$ cat config.mk
export PLATFORM = sky130hd
export DESIGN_NAME = modbus_rtu_request_framer_core
export DESIGN_NICKNAME = d
export VERILOG_FILES = /design/src/mrf_pkg.sv /design/src/mrf_req_queue.sv /design/src/mrf_byte_engine.sv /design/src/modbus_rtu_request_framer_core.sv
export SDC_FILE = /design/constraint.sdc
export NUM_CORES = 1
export LEC_CHECK = 0
export BUFFER_PORTS_ARGS = -buffer_cell sky130_fd_sc_hd__buf_2
export CAP_MARGIN = 5
export CORE_MARGIN = 3
export CORE_UTILIZATION = 35
export DETAILED_ROUTE_END_ITERATION = 8
export PLACE_DENSITY_LB_ADDON = 0.12
export SETUP_SLACK_MARGIN = 0.3
export SYNTH_ARGS = -nofsm -noshare
export SYNTH_HDL_FRONTEND = slang
export SYNTH_HIERARCHICAL = 1
export SYNTH_SLANG_ARGS = --single-unit
$ cat constraint.sdc
create_clock -name clk -period 6.1 [get_ports clk]
set_input_delay 0.61 -clock clk [delete_from_list [all_inputs] [get_ports clk]]
set_output_delay 0.61 -clock clk [all_outputs]
set_load 0.05 [all_outputs]
$ cat src/mrf_pkg.sv
package mrf_pkg;

    localparam int FRAME_LEN = 8;
    localparam int BYTE_IDX_W = $clog2(FRAME_LEN);
    localparam int QUEUE_DEPTH = 2;

    localparam logic [15:0] CRC_INIT = 16'hFFFF;
    localparam logic [15:0] CRC_POLY = 16'hA001;

    typedef struct packed {
        logic [7:0]  server_address;
        logic [7:0]  function_code;
        logic [15:0] register_address;
        logic [15:0] reg_value;
    } req_t;

    typedef struct packed {
        logic pop;
    } eng_stat_t;

    function automatic logic [15:0] crc_update(input logic [15:0] crc_in,
                                               input logic [7:0]  data);
        logic [15:0] acc;
        acc = crc_in ^ {8'h00, data};
        for (int b = 0; b < 8; b++)
        begin
            if (acc[0])
            begin
                acc = (acc >> 1) ^ CRC_POLY;
            end
            else
            begin
                acc = acc >> 1;
            end
        end
        return acc;
    endfunction

endpackage

$ cat src/mrf_req_queue.sv
module mrf_req_queue #(
    parameter int Depth = 2
) (
    input  logic              clk,
    input  logic              rst_n,
    input  logic              push,
    input  mrf_pkg::req_t     push_data,
    input  logic              pop,
    output logic              full,
    output logic              not_empty,
    output logic [$clog2(Depth+1)-1:0] count,
    output mrf_pkg::req_t     head
);
    import mrf_pkg::*;

    localparam int PtrW = $clog2(Depth);
    localparam int CntW = $clog2(Depth + 1);
    localparam logic [PtrW-1:0] LastPtr = PtrW'(Depth - 1);

    req_t entry_reg [Depth];
    logic [PtrW-1:0] wr_ptr_reg, wr_ptr_next;
    logic [PtrW-1:0] rd_ptr_reg, rd_ptr_next;
    logic [CntW-1:0] count_reg, count_next;
    logic do_push;
    logic do_pop;

    assign full      = (count_reg == CntW'(Depth));
    assign not_empty = (count_reg != '0);
    assign count     = count_reg;
    assign head      = entry_reg[rd_ptr_reg];
    assign do_push   = push && !full;
    assign do_pop    = pop && not_empty;

    always_comb
    begin
        wr_ptr_next = wr_ptr_reg;
        rd_ptr_next = rd_ptr_reg;
        count_next  = count_reg;
        if (do_push)
        begin
            wr_ptr_next = (wr_ptr_reg == LastPtr) ? '0 : wr_ptr_reg + 1'b1;
        end
        if (do_pop)
        begin
            rd_ptr_next = (rd_ptr_reg == LastPtr) ? '0 : rd_ptr_reg + 1'b1;
        end
        if (do_push && !do_pop)
        begin
            count_next = count_reg + 1'b1;
        end
        else if (do_pop && !do_push)
        begin
            count_next = count_reg - 1'b1;
        end
    end

    always_ff @(posedge clk or negedge rst_n)
    begin
        if (!rst_n)
        begin
            wr_ptr_reg <= '0;
            rd_ptr_reg <= '0;
            count_reg  <= '0;
        end
        else
        begin
            wr_ptr_reg <= wr_ptr_next;
            rd_ptr_reg <= rd_ptr_next;
            count_reg  <= count_next;
        end
    end

    always_ff @(posedge clk)
    begin
        if (do_push)
        begin
            entry_reg[wr_ptr_reg] <= push_data;
        end
    end

endmodule

$ cat src/mrf_byte_engine.sv
module mrf_byte_engine (
    input  logic                clk,
    input  logic                rst_n,
    input  logic                req_present,
    input  mrf_pkg::req_t       req,
    output mrf_pkg::eng_stat_t  stat,
    output logic                byte_valid,
    input  logic                byte_stall,
    output logic [7:0]          frame_byte,
    output logic                last_byte
);
    import mrf_pkg::*;

    localparam logic [BYTE_IDX_W-1:0] IDX_ADDR   = BYTE_IDX_W'(0);
    localparam logic [BYTE_IDX_W-1:0] IDX_FUNC   = BYTE_IDX_W'(1);
    localparam logic [BYTE_IDX_W-1:0] IDX_REG_HI = BYTE_IDX_W'(2);
    localparam logic [BYTE_IDX_W-1:0] IDX_REG_LO = BYTE_IDX_W'(3);
    localparam logic [BYTE_IDX_W-1:0] IDX_VAL_HI = BYTE_IDX_W'(4);
    localparam logic [BYTE_IDX_W-1:0] IDX_VAL_LO = BYTE_IDX_W'(5);
    localparam logic [BYTE_IDX_W-1:0] IDX_CRC_LO = BYTE_IDX_W'(6);
    localparam logic [BYTE_IDX_W-1:0] IDX_CRC_HI = BYTE_IDX_W'(7);

    logic [BYTE_IDX_W-1:0] idx_reg, idx_next;
    logic [15:0] crc_reg, crc_next;
    logic        valid_reg, valid_next;
    logic [7:0]  byte_reg, byte_next;
    logic        last_reg, last_next;
    logic [7:0]  byte_sel;
    logic        advance;

    assign advance = req_present && (!valid_reg || !byte_stall);

    always_comb
    begin
        unique case (idx_reg)
            IDX_ADDR:   byte_sel = req.server_address;
            IDX_FUNC:   byte_sel = req.function_code;
            IDX_REG_HI: byte_sel = req.register_address[15:8];
            IDX_REG_LO: byte_sel = req.register_address[7:0];
            IDX_VAL_HI: byte_sel = req.reg_value[15:8];
            IDX_VAL_LO: byte_sel = req.reg_value[7:0];
            IDX_CRC_LO: byte_sel = crc_reg[7:0];
            IDX_CRC_HI: byte_sel = crc_reg[15:8];
            default:    byte_sel = 8'h00;
        endcase
    end

    always_comb
    begin
        idx_next   = idx_reg;
        crc_next   = crc_reg;
        valid_next = valid_reg;
        byte_next  = byte_reg;
        last_next  = last_reg;
        if (advance)
        begin
            idx_next   = (idx_reg == IDX_CRC_HI) ? IDX_ADDR : idx_reg + 1'b1;
            if (idx_reg < IDX_CRC_LO)
            begin
                crc_next = crc_update((idx_reg == IDX_ADDR) ? CRC_INIT : crc_reg, byte_sel);
            end
            valid_next = 1'b1;
            byte_next  = byte_sel;
            last_next  = (idx_reg == IDX_CRC_HI);
        end
        else if (!byte_stall)
        begin
            valid_next = 1'b0;
        end
    end

    always_ff @(posedge clk or negedge rst_n)
    begin
        if (!rst_n)
        begin
            idx_reg   <= IDX_ADDR;
            valid_reg <= 1'b0;
        end
        else
        begin
            idx_reg   <= idx_next;
            valid_reg <= valid_next;
        end
    end

    always_ff @(posedge clk)
    begin
        crc_reg  <= crc_next;
        byte_reg <= byte_next;
        last_reg <= last_next;
    end

    assign stat.pop      = advance && (idx_reg == IDX_CRC_HI);
    assign byte_valid    = valid_reg;
    assign frame_byte    = byte_reg;
    assign last_byte     = last_reg;

endmodule

$ cat src/modbus_rtu_request_framer_core.sv
// Modbus RTU request framer.
// The request channel (req_valid, req_stall) carries one request per transfer:
// server_address, function_code, register_address and reg_value.
// The byte channel (byte_valid, byte_stall) returns the eight frame bytes in
// transmit order: address, function, register high and low, value high and
// low, then the CRC-16/Modbus low byte and high byte, the last with last_byte set.
// Requests enter a short queue that is read by a byte engine; req_stall is
// high only while that queue is full.
// When the queue was empty, a request is first written into the queue and its
// first byte is then loaded into the output register. The engine emits one byte
// per cycle while the output is not stalled, folding each body byte into the CRC
// as it goes, and frames follow each other with no gap while requests are queued.
// A stalled output holds its byte and the engine waits; further requests
// collect in the queue until it is full.
// Reset empties the queue and the output register and restarts the byte count.
module modbus_rtu_request_framer_core #(
    parameter int QueueDepth = mrf_pkg::QUEUE_DEPTH
) (
    input  logic        clk,
    input  logic        rst_n,
    input  logic        req_valid,
    output logic        req_stall,
    input  logic [7:0]  server_address,
    input  logic [7:0]  function_code,
    input  logic [15:0] register_address,
    input  logic [15:0] reg_value,
    output logic        byte_valid,
    input  logic        byte_stall,
    output logic [7:0]  frame_byte,
    output logic        last_byte
);
    import mrf_pkg::*;

    req_t      in_req;
    req_t      head_req;
    eng_stat_t eng_stat;
    logic      q_full;
    logic      q_not_empty;
    logic [$clog2(QueueDepth+1)-1:0] q_count;

    assign in_req.server_address   = server_address;
    assign in_req.function_code    = function_code;
    assign in_req.register_address = register_address;
    assign in_req.reg_value        = reg_value;
    assign req_stall               = q_full;

    mrf_req_queue #(
        .Depth(QueueDepth)
    ) u_queue (
        .clk      (clk),
        .rst_n    (rst_n),
        .push     (req_valid),
        .push_data(in_req),
        .pop      (eng_stat.pop),
        .full     (q_full),
        .not_empty(q_not_empty),
        .count    (q_count),
        .head     (head_req)
    );

    mrf_byte_engine u_engine (
        .clk        (clk),
        .rst_n      (rst_n),
        .req_present(q_not_empty),
        .req        (head_req),
        .stat       (eng_stat),
        .byte_valid (byte_valid),
        .byte_stall (byte_stall),
        .frame_byte (frame_byte),
        .last_byte  (last_byte)
    );

    a_queue_bound: assert property (@(posedge clk) disable iff (!rst_n)
        q_count <= ($clog2(QueueDepth+1))'(QueueDepth))
        else $error("Request queue count exceeds its depth.");

    a_pop_nonempty: assert property (@(posedge clk) disable iff (!rst_n)
        eng_stat.pop |-> q_not_empty)
        else $error("Byte engine released a request from an empty queue.");

    a_pop_marks_last: assert property (@(posedge clk) disable iff (!rst_n)
        eng_stat.pop |=> (byte_valid && last_byte))
        else $error("Request release was not followed by the last frame byte.");

endmodule
## Word level (Yosys, flattened, before mapping)

Memory sizes are Yosys's and may differ from the RTL's.
Cells that the tools add are included.

| storage, ports and cells | value |
|---|---|
| bits in registers | 33 |
| memories kept | 1 |
| memory bits (writable) | 96 |
| input bits | 52 |

| cells by class | value |
|---|---|
| muxes and demuxes | 33 |
| bitwise logic cells | 9 |
| eq/ne operators | 9 |
| magnitude comparators | 1 |
| reductions and logical operators | 16 |
| $add $sub $neg | 5 |

Memories:

| memory | depth | width | read ports | clocked after Yosys merged registers in | write ports | RTL line | source |
|---|---|---|---|---|---|---|---|
| u_queue.entry_reg | 2 | 48 | 1 | 0 | 1 | mrf_req_queue.sv:20 | `req_t entry_reg [Depth];` |

Operators by type and width:

| kind | count |
|---|---|
| $mux 16 | 22 |
| $pmux 8 s8 | 1 |
| $not 2->3 | 8 |
| $xor 16x8->16 | 1 |
| $mux 14 | 1 |
| $eq 3x3->1 const B | 4 |
| $eq 3x2->1 const B | 2 |
| $logic_and 1x1->1 | 6 |
| $mux 1 | 6 |
| $logic_not 1->1 | 5 |
| $mux 2 | 2 |
| $reduce_bool 2->1 | 2 |
| $add 3x1->3 const B | 1 |
| $eq 3x1->1 const B | 1 |
| $logic_not 3->1 | 1 |
| $lt 3x3->1 const B | 1 |
| $mux 3 | 1 |
| $add 1x1->1 const B | 2 |
| $add 2x1->2 const B | 1 |
| $eq 2x2->1 const B | 1 |
| $ne 2x1->1 const B | 1 |
| $reduce_and 2->1 | 1 |
| $sub 2x1->2 const B | 1 |
| $logic_or 1x1->1 | 1 |

## Longest topological paths before layout

| logic depth | value |
|---|---|
| depth after elaboration | 33 |
| gate-level depth with buffers | 13 |
| mapped depth without buffers | 9 |

## By module

The synthesis kept the hierarchy.

Modules (own cells, without submodules):

| module | area each (um2) | cells each | seq. area each (um2) | instances |
|---|---|---|---|---|
| mrf_req_queue | 3707.3 | 168 | 2982.9 | 1 |
| mrf_byte_engine | 1926.8 | 165 | 850.8 | 1 |

## Worst setup path before layout

No wires, ideal clock.

| timing path | value |
|---|---|
| path kind | register -> register |
| start | reg u_engine.idx_reg[2] |
| end | reg u_engine.crc_reg[0], data pin |
| buffers on the path | 4 |
| stages on the path, launching flop included | 14 |
| setup time | 0.268 ns |
| arrival time | 3.343 ns |
| slack | 2.490 ns |
| cell sequence | dfrtp_1 > buf_2 > buf_2 > inv_1 > ha_1 > buf_2 > or4_4 > or2_4 > buf_6 > a31oi_4 > xnor2_1 > xnor2_2 > xnor3_1 > xnor3_1 |

| between the ends | value |
|---|---|
| longest elaborated chain between the ends | 26 |
| elaborated cells on any way between the ends | 41 |
| those cells by class | eq/ne: 7; mux: 24; bitwise: 9; reduce/logical: 1 |

RTL lines:

| element | RTL line | source |
|---|---|---|
| from (decl) | mrf_byte_engine.sv:23 | `logic [BYTE_IDX_W-1:0] idx_reg, idx_next;` |
| from (signal assigned) | mrf_byte_engine.sv:81 | `idx_reg <= idx_next;` |
| $eq 3x3->1, or another cell as far along | mrf_byte_engine.sv:35 | `unique case (idx_reg)` |
| $pmux 8 s8 (*) | mrf_byte_engine.sv:35 |  |
| named net u_engine.byte_sel[3] | mrf_byte_engine.sv:28 | `logic [7:0] byte_sel;` |
| $xor 16x8->16 (*) | mrf_pkg.sv:24 | `acc = crc_in ^ {8'h00, data};` |
| $mux 16 (*) | mrf_pkg.sv:27 | `if (acc[0])` |
| $mux 16 (*) | mrf_byte_engine.sv:58 | `if (idx_reg < IDX_CRC_LO)` |
| $mux 16 (*) | mrf_byte_engine.sv:55 | `if (advance)` |
| $mux 16 (*) | mrf_pkg.sv:27 |  |
| (+11 left out) | -- |  |
| $mux 16 (*) | mrf_byte_engine.sv:55 |  |
| $mux 16 (*) | mrf_pkg.sv:27 |  |
| $mux 16 (*) | mrf_byte_engine.sv:58 |  |
| $mux 16 (*) | mrf_byte_engine.sv:55 |  |
| $mux 16 (*) | mrf_pkg.sv:27 |  |
| $mux 16 (*) | mrf_byte_engine.sv:58 |  |
| $mux 16 (*) | mrf_byte_engine.sv:55 |  |
| $mux 14 (*) | mrf_pkg.sv:27 |  |
| to (signal assigned) | mrf_byte_engine.sv:88 | `crc_reg <= crc_next;` |
| to (decl) | mrf_byte_engine.sv:24 | `logic [15:0] crc_reg, crc_next;` |

The timed path passes the listed nets; every way through them passes the cells marked *. The select of a mux whose other input is x is not followed.
A chain may end at the register's enable or synchronous reset.

## Worst setup path after layout

| timing path | value |
|---|---|
| start | reg u_engine.idx_reg[2] |
| end | reg u_engine.crc_reg[0], data pin |

| between the ends | value |
|---|---|
| longest elaborated chain between the ends | 26 |
| elaborated cells on any way between the ends | 41 |
| those cells by class | eq/ne: 7; mux: 24; bitwise: 9; reduce/logical: 1 |

RTL lines:

| element | RTL line |
|---|---|
| $eq 3x3->1, or another cell as far along | mrf_byte_engine.sv:35 |
| $pmux 8 s8 (*) | mrf_byte_engine.sv:35 |
| named net u_engine.byte_sel[1] | mrf_byte_engine.sv:28 |
| $xor 16x8->16 (*) | mrf_pkg.sv:24 |
| $not 2->3 (no source line) | -- |
| $mux 16 (*) | mrf_pkg.sv:27 |
| $mux 16 (*) | mrf_byte_engine.sv:58 |
| $mux 16 (*) | mrf_byte_engine.sv:55 |
| (+11 left out) | -- |
| $mux 16 (*) | mrf_byte_engine.sv:55 |
| $mux 16 (*) | mrf_pkg.sv:27 |
| $mux 16 (*) | mrf_byte_engine.sv:58 |
| $mux 16 (*) | mrf_byte_engine.sv:55 |
| $mux 16 (*) | mrf_pkg.sv:27 |
| $mux 16 (*) | mrf_byte_engine.sv:58 |
| $mux 16 (*) | mrf_byte_engine.sv:55 |
| $mux 14 (*) | mrf_pkg.sv:27 |

Marked as above.

==> impl_metrics.csv <==
group,metric,value,unit
die,dieArea,0.0177,sq mm
sta,clock_skew,0.00626,ns
cells_and_area,area_growth,19.3,%
sta,fin_crit_sh,66.7,%
die,chipHeight,133,um
sta,drv_slew,0,
global_routing,grt_pass1_vias,3174,
worst_setup_path,cp_max_fo,23,
cells_and_area,nNetsFinal,463,
placed_design,pre_cts_slack,2.00,ns
cts,clockBufferDepth,2,
cts,clockRootBuffer,"clkbuf_16",
synthesis,yosysTopAreaCell,"edfxtp_1",
cts,cts_made_buffers,17,
detailed_routing,vias,2913,
global_routing,overflow,0,
sta,worst_pin_slew,0.930,ns
sta,rsz0062_at_grt,"false",
sta,setup_viol,0,
sta,fin_setup_tns,0,ns
synthesis,syn-cell-area,0.00563,sq mm
synthesis,postSynthNetCount,392,
detailed_routing,dr.pass1.iters,4,
detailed_routing,routed_wl,11.4,mm
cts,cts_resized,0,
cells_and_area,drive_gt1_share,41.5,%
die,start_util,36.4,%
synthesis,ys_ff_latch,129,
global_routing,grt_max_degree,49,
run,cap_violations,0,
sta,maxSlewHeadroom,38.0,%
sta,hold_viol_final,0,
die,pin_count,63,
detailed_routing,drt_iter0_drc,244,
placed_design,placed_area,0.00615,sq mm
synthesis,ys.flop_type,"edfxtp_1",
detailed_routing,wl_per_cell,18.1,um
synthesis,ys_warn_count,6,
global_routing,grt_pass1_wl,18.1,mm
synthesis,postSynthCellCount,333,
global_routing,antenna_found_initial,0,
hold_path,hold_class,"in -> async",
worst_setup_path,start_kind,"register",
synthesis,async_flop_share,6.20,%
cts,insertion_delay,0.41,ns
detailed_routing,via_per_inst,4.64,
global_routing,grtUsageTotal,13.7,%
placed_design,hpwl,7.54,mm
synthesis,ys_top_cells_by_count,"edfxtp_1 (121), mux2_2 (48), xnor2_1 (20)",
cts,cts.hold.buffers_added,0,
cells_and_area,diodes,0,
worst_setup_path,worst_ep_arrival_time,4.22,ns
synthesis,synth.area.top_cells,"edfxtp_1 (64%), mux2_2 (9.6%), dfrtp_1 (3.6%)",
cts,path_clk_slew,0.06,ns
cts,htree_levels,4,
cts,postCtsSetupRepairBufs,0,
cts,clock-sinks,129,
sta,period_needed,4.07,ns
die,core,0.0155,sq mm
worst_setup_path,crit_required,6.25,ns
die,rows,45,
synthesis,ys_seq_area_share,68.0,%
synthesis,yosysMostFrequentCell,"edfxtp_1",
worst_setup_path,end_kind,"register",
sta,setup_ws,2.03,ns
cts,cts_tree,"yes",
placed_design,io_buffers,62,
cells_and_area,final_area,0.00672,sq mm
detailed_routing,antenna_left,0,
synthesis,synth_edf_count,121,
placed_design,routabilityCongestion,0.774,
synthesis,synth_cell_type_count,37,
detailed_routing,drc,0,
worst_setup_path,worstSetupPathType,"reg -> reg",
synthesis,yosysTopAreaCellShare,64.5,%
die,fp.dieW,133,um
synthesis,syn_area_per_cell,16.9,sq um
cells_and_area,largest_register_ffs,96,
status,run_status,"finished clean",
sta,max_freq,246,MHz
critical path, stage by stage (launching register included):
cell	delay [ns]
dfrtp_1	0.95
inv_1	0.11
ha_1	0.35
or4_4	0.56
or2_4	0.34
a31oi_2	0.23
xnor2_1	0.22
xnor3_1	0.38
xnor3_1	0.27
xnor3_1	0.41
cell families (layout without fill, tap and decap cells):
logic type                 Yosys count  after routing  share of synthesized area [%]
AOI/OAI and AO/OA                   31             31                           5.40
xor gates and xnor gates            32             32                           5.84
adders and majority gates            7              7                           1.55
buffers and inverters               22            106                           2.33
DFF                                129            129                           68.0
muxes                               58             58                           12.3
and+or+nand+nor                     54             54                           4.57
through the flow:
step / utilization (%) / hold slack (ns) / cells
floorplan: - / 0.314 / 333
global placement: 39.7 / 0.465 / 596
detailed placement: 39.7 / 0.467 / 596
CTS: 43.4 / 0.0170 / 628
global route: 43.4 / 0.0218 / 628
finish: 43.4 / 0.0338 / 628
per-layer routing:
metal | GRT usage (%) | vias to the layer above | routed length, um
li1 | - | 1402 | -
met1 | 18.0 | 1429 | 5170
met2 | 21.5 | 71 | 5550
met3 | 4.37 | 11 | 493
met4 | 4.68 | 0 | 133
met5 | 0 | - | 0
final timing paths:
check                                    start                       end  slack [ns]  cells past startpoint
hold / removal                           rst_n       u_engine/idx_reg[0]        0.03                      1
setup reg to reg           u_engine/idx_reg[2]       u_engine/crc_reg[0]        2.03                      9
max in group asynchronous                rst_n        u_queue/rd_ptr_reg        5.87                      1
hold reg to reg               u_queue/count[1]          u_queue/count[1]        0.49                      1
setup / recovery           u_engine/idx_reg[2]       u_engine/crc_reg[0]        2.03                      9
min in group clk           register_address[7]  u_queue/entry_reg[1][23]        0.39                      1
cell type report:
cell class,instances,area (sq um)
clock buffer,17,425
clock inverter,15,145
sequential,129,3830
fill,1398,8760
tap,211,264
multi-input combinational,182,1680
timing repair buffer,67,348
inverter,7,26.3
layout by cell type (no fill, tap or decap), types with 6 or more instances in the layout:
master      instances
xor2_1              8
or2_2               6
xnor2_1            20
edfxtp_1          121
clkbuf_16          17
inv_1               7
mux2_4             10
mux2_2             48
ha_1                7
nor2_1             17
a22o_1              9
nand2_1            15
clkinvlp_4          6
dfrtp_1             7
buf_2              62
Power is not shown: default switching activity piles up to over one toggle a cycle in this logic, so the estimate is an artifact.
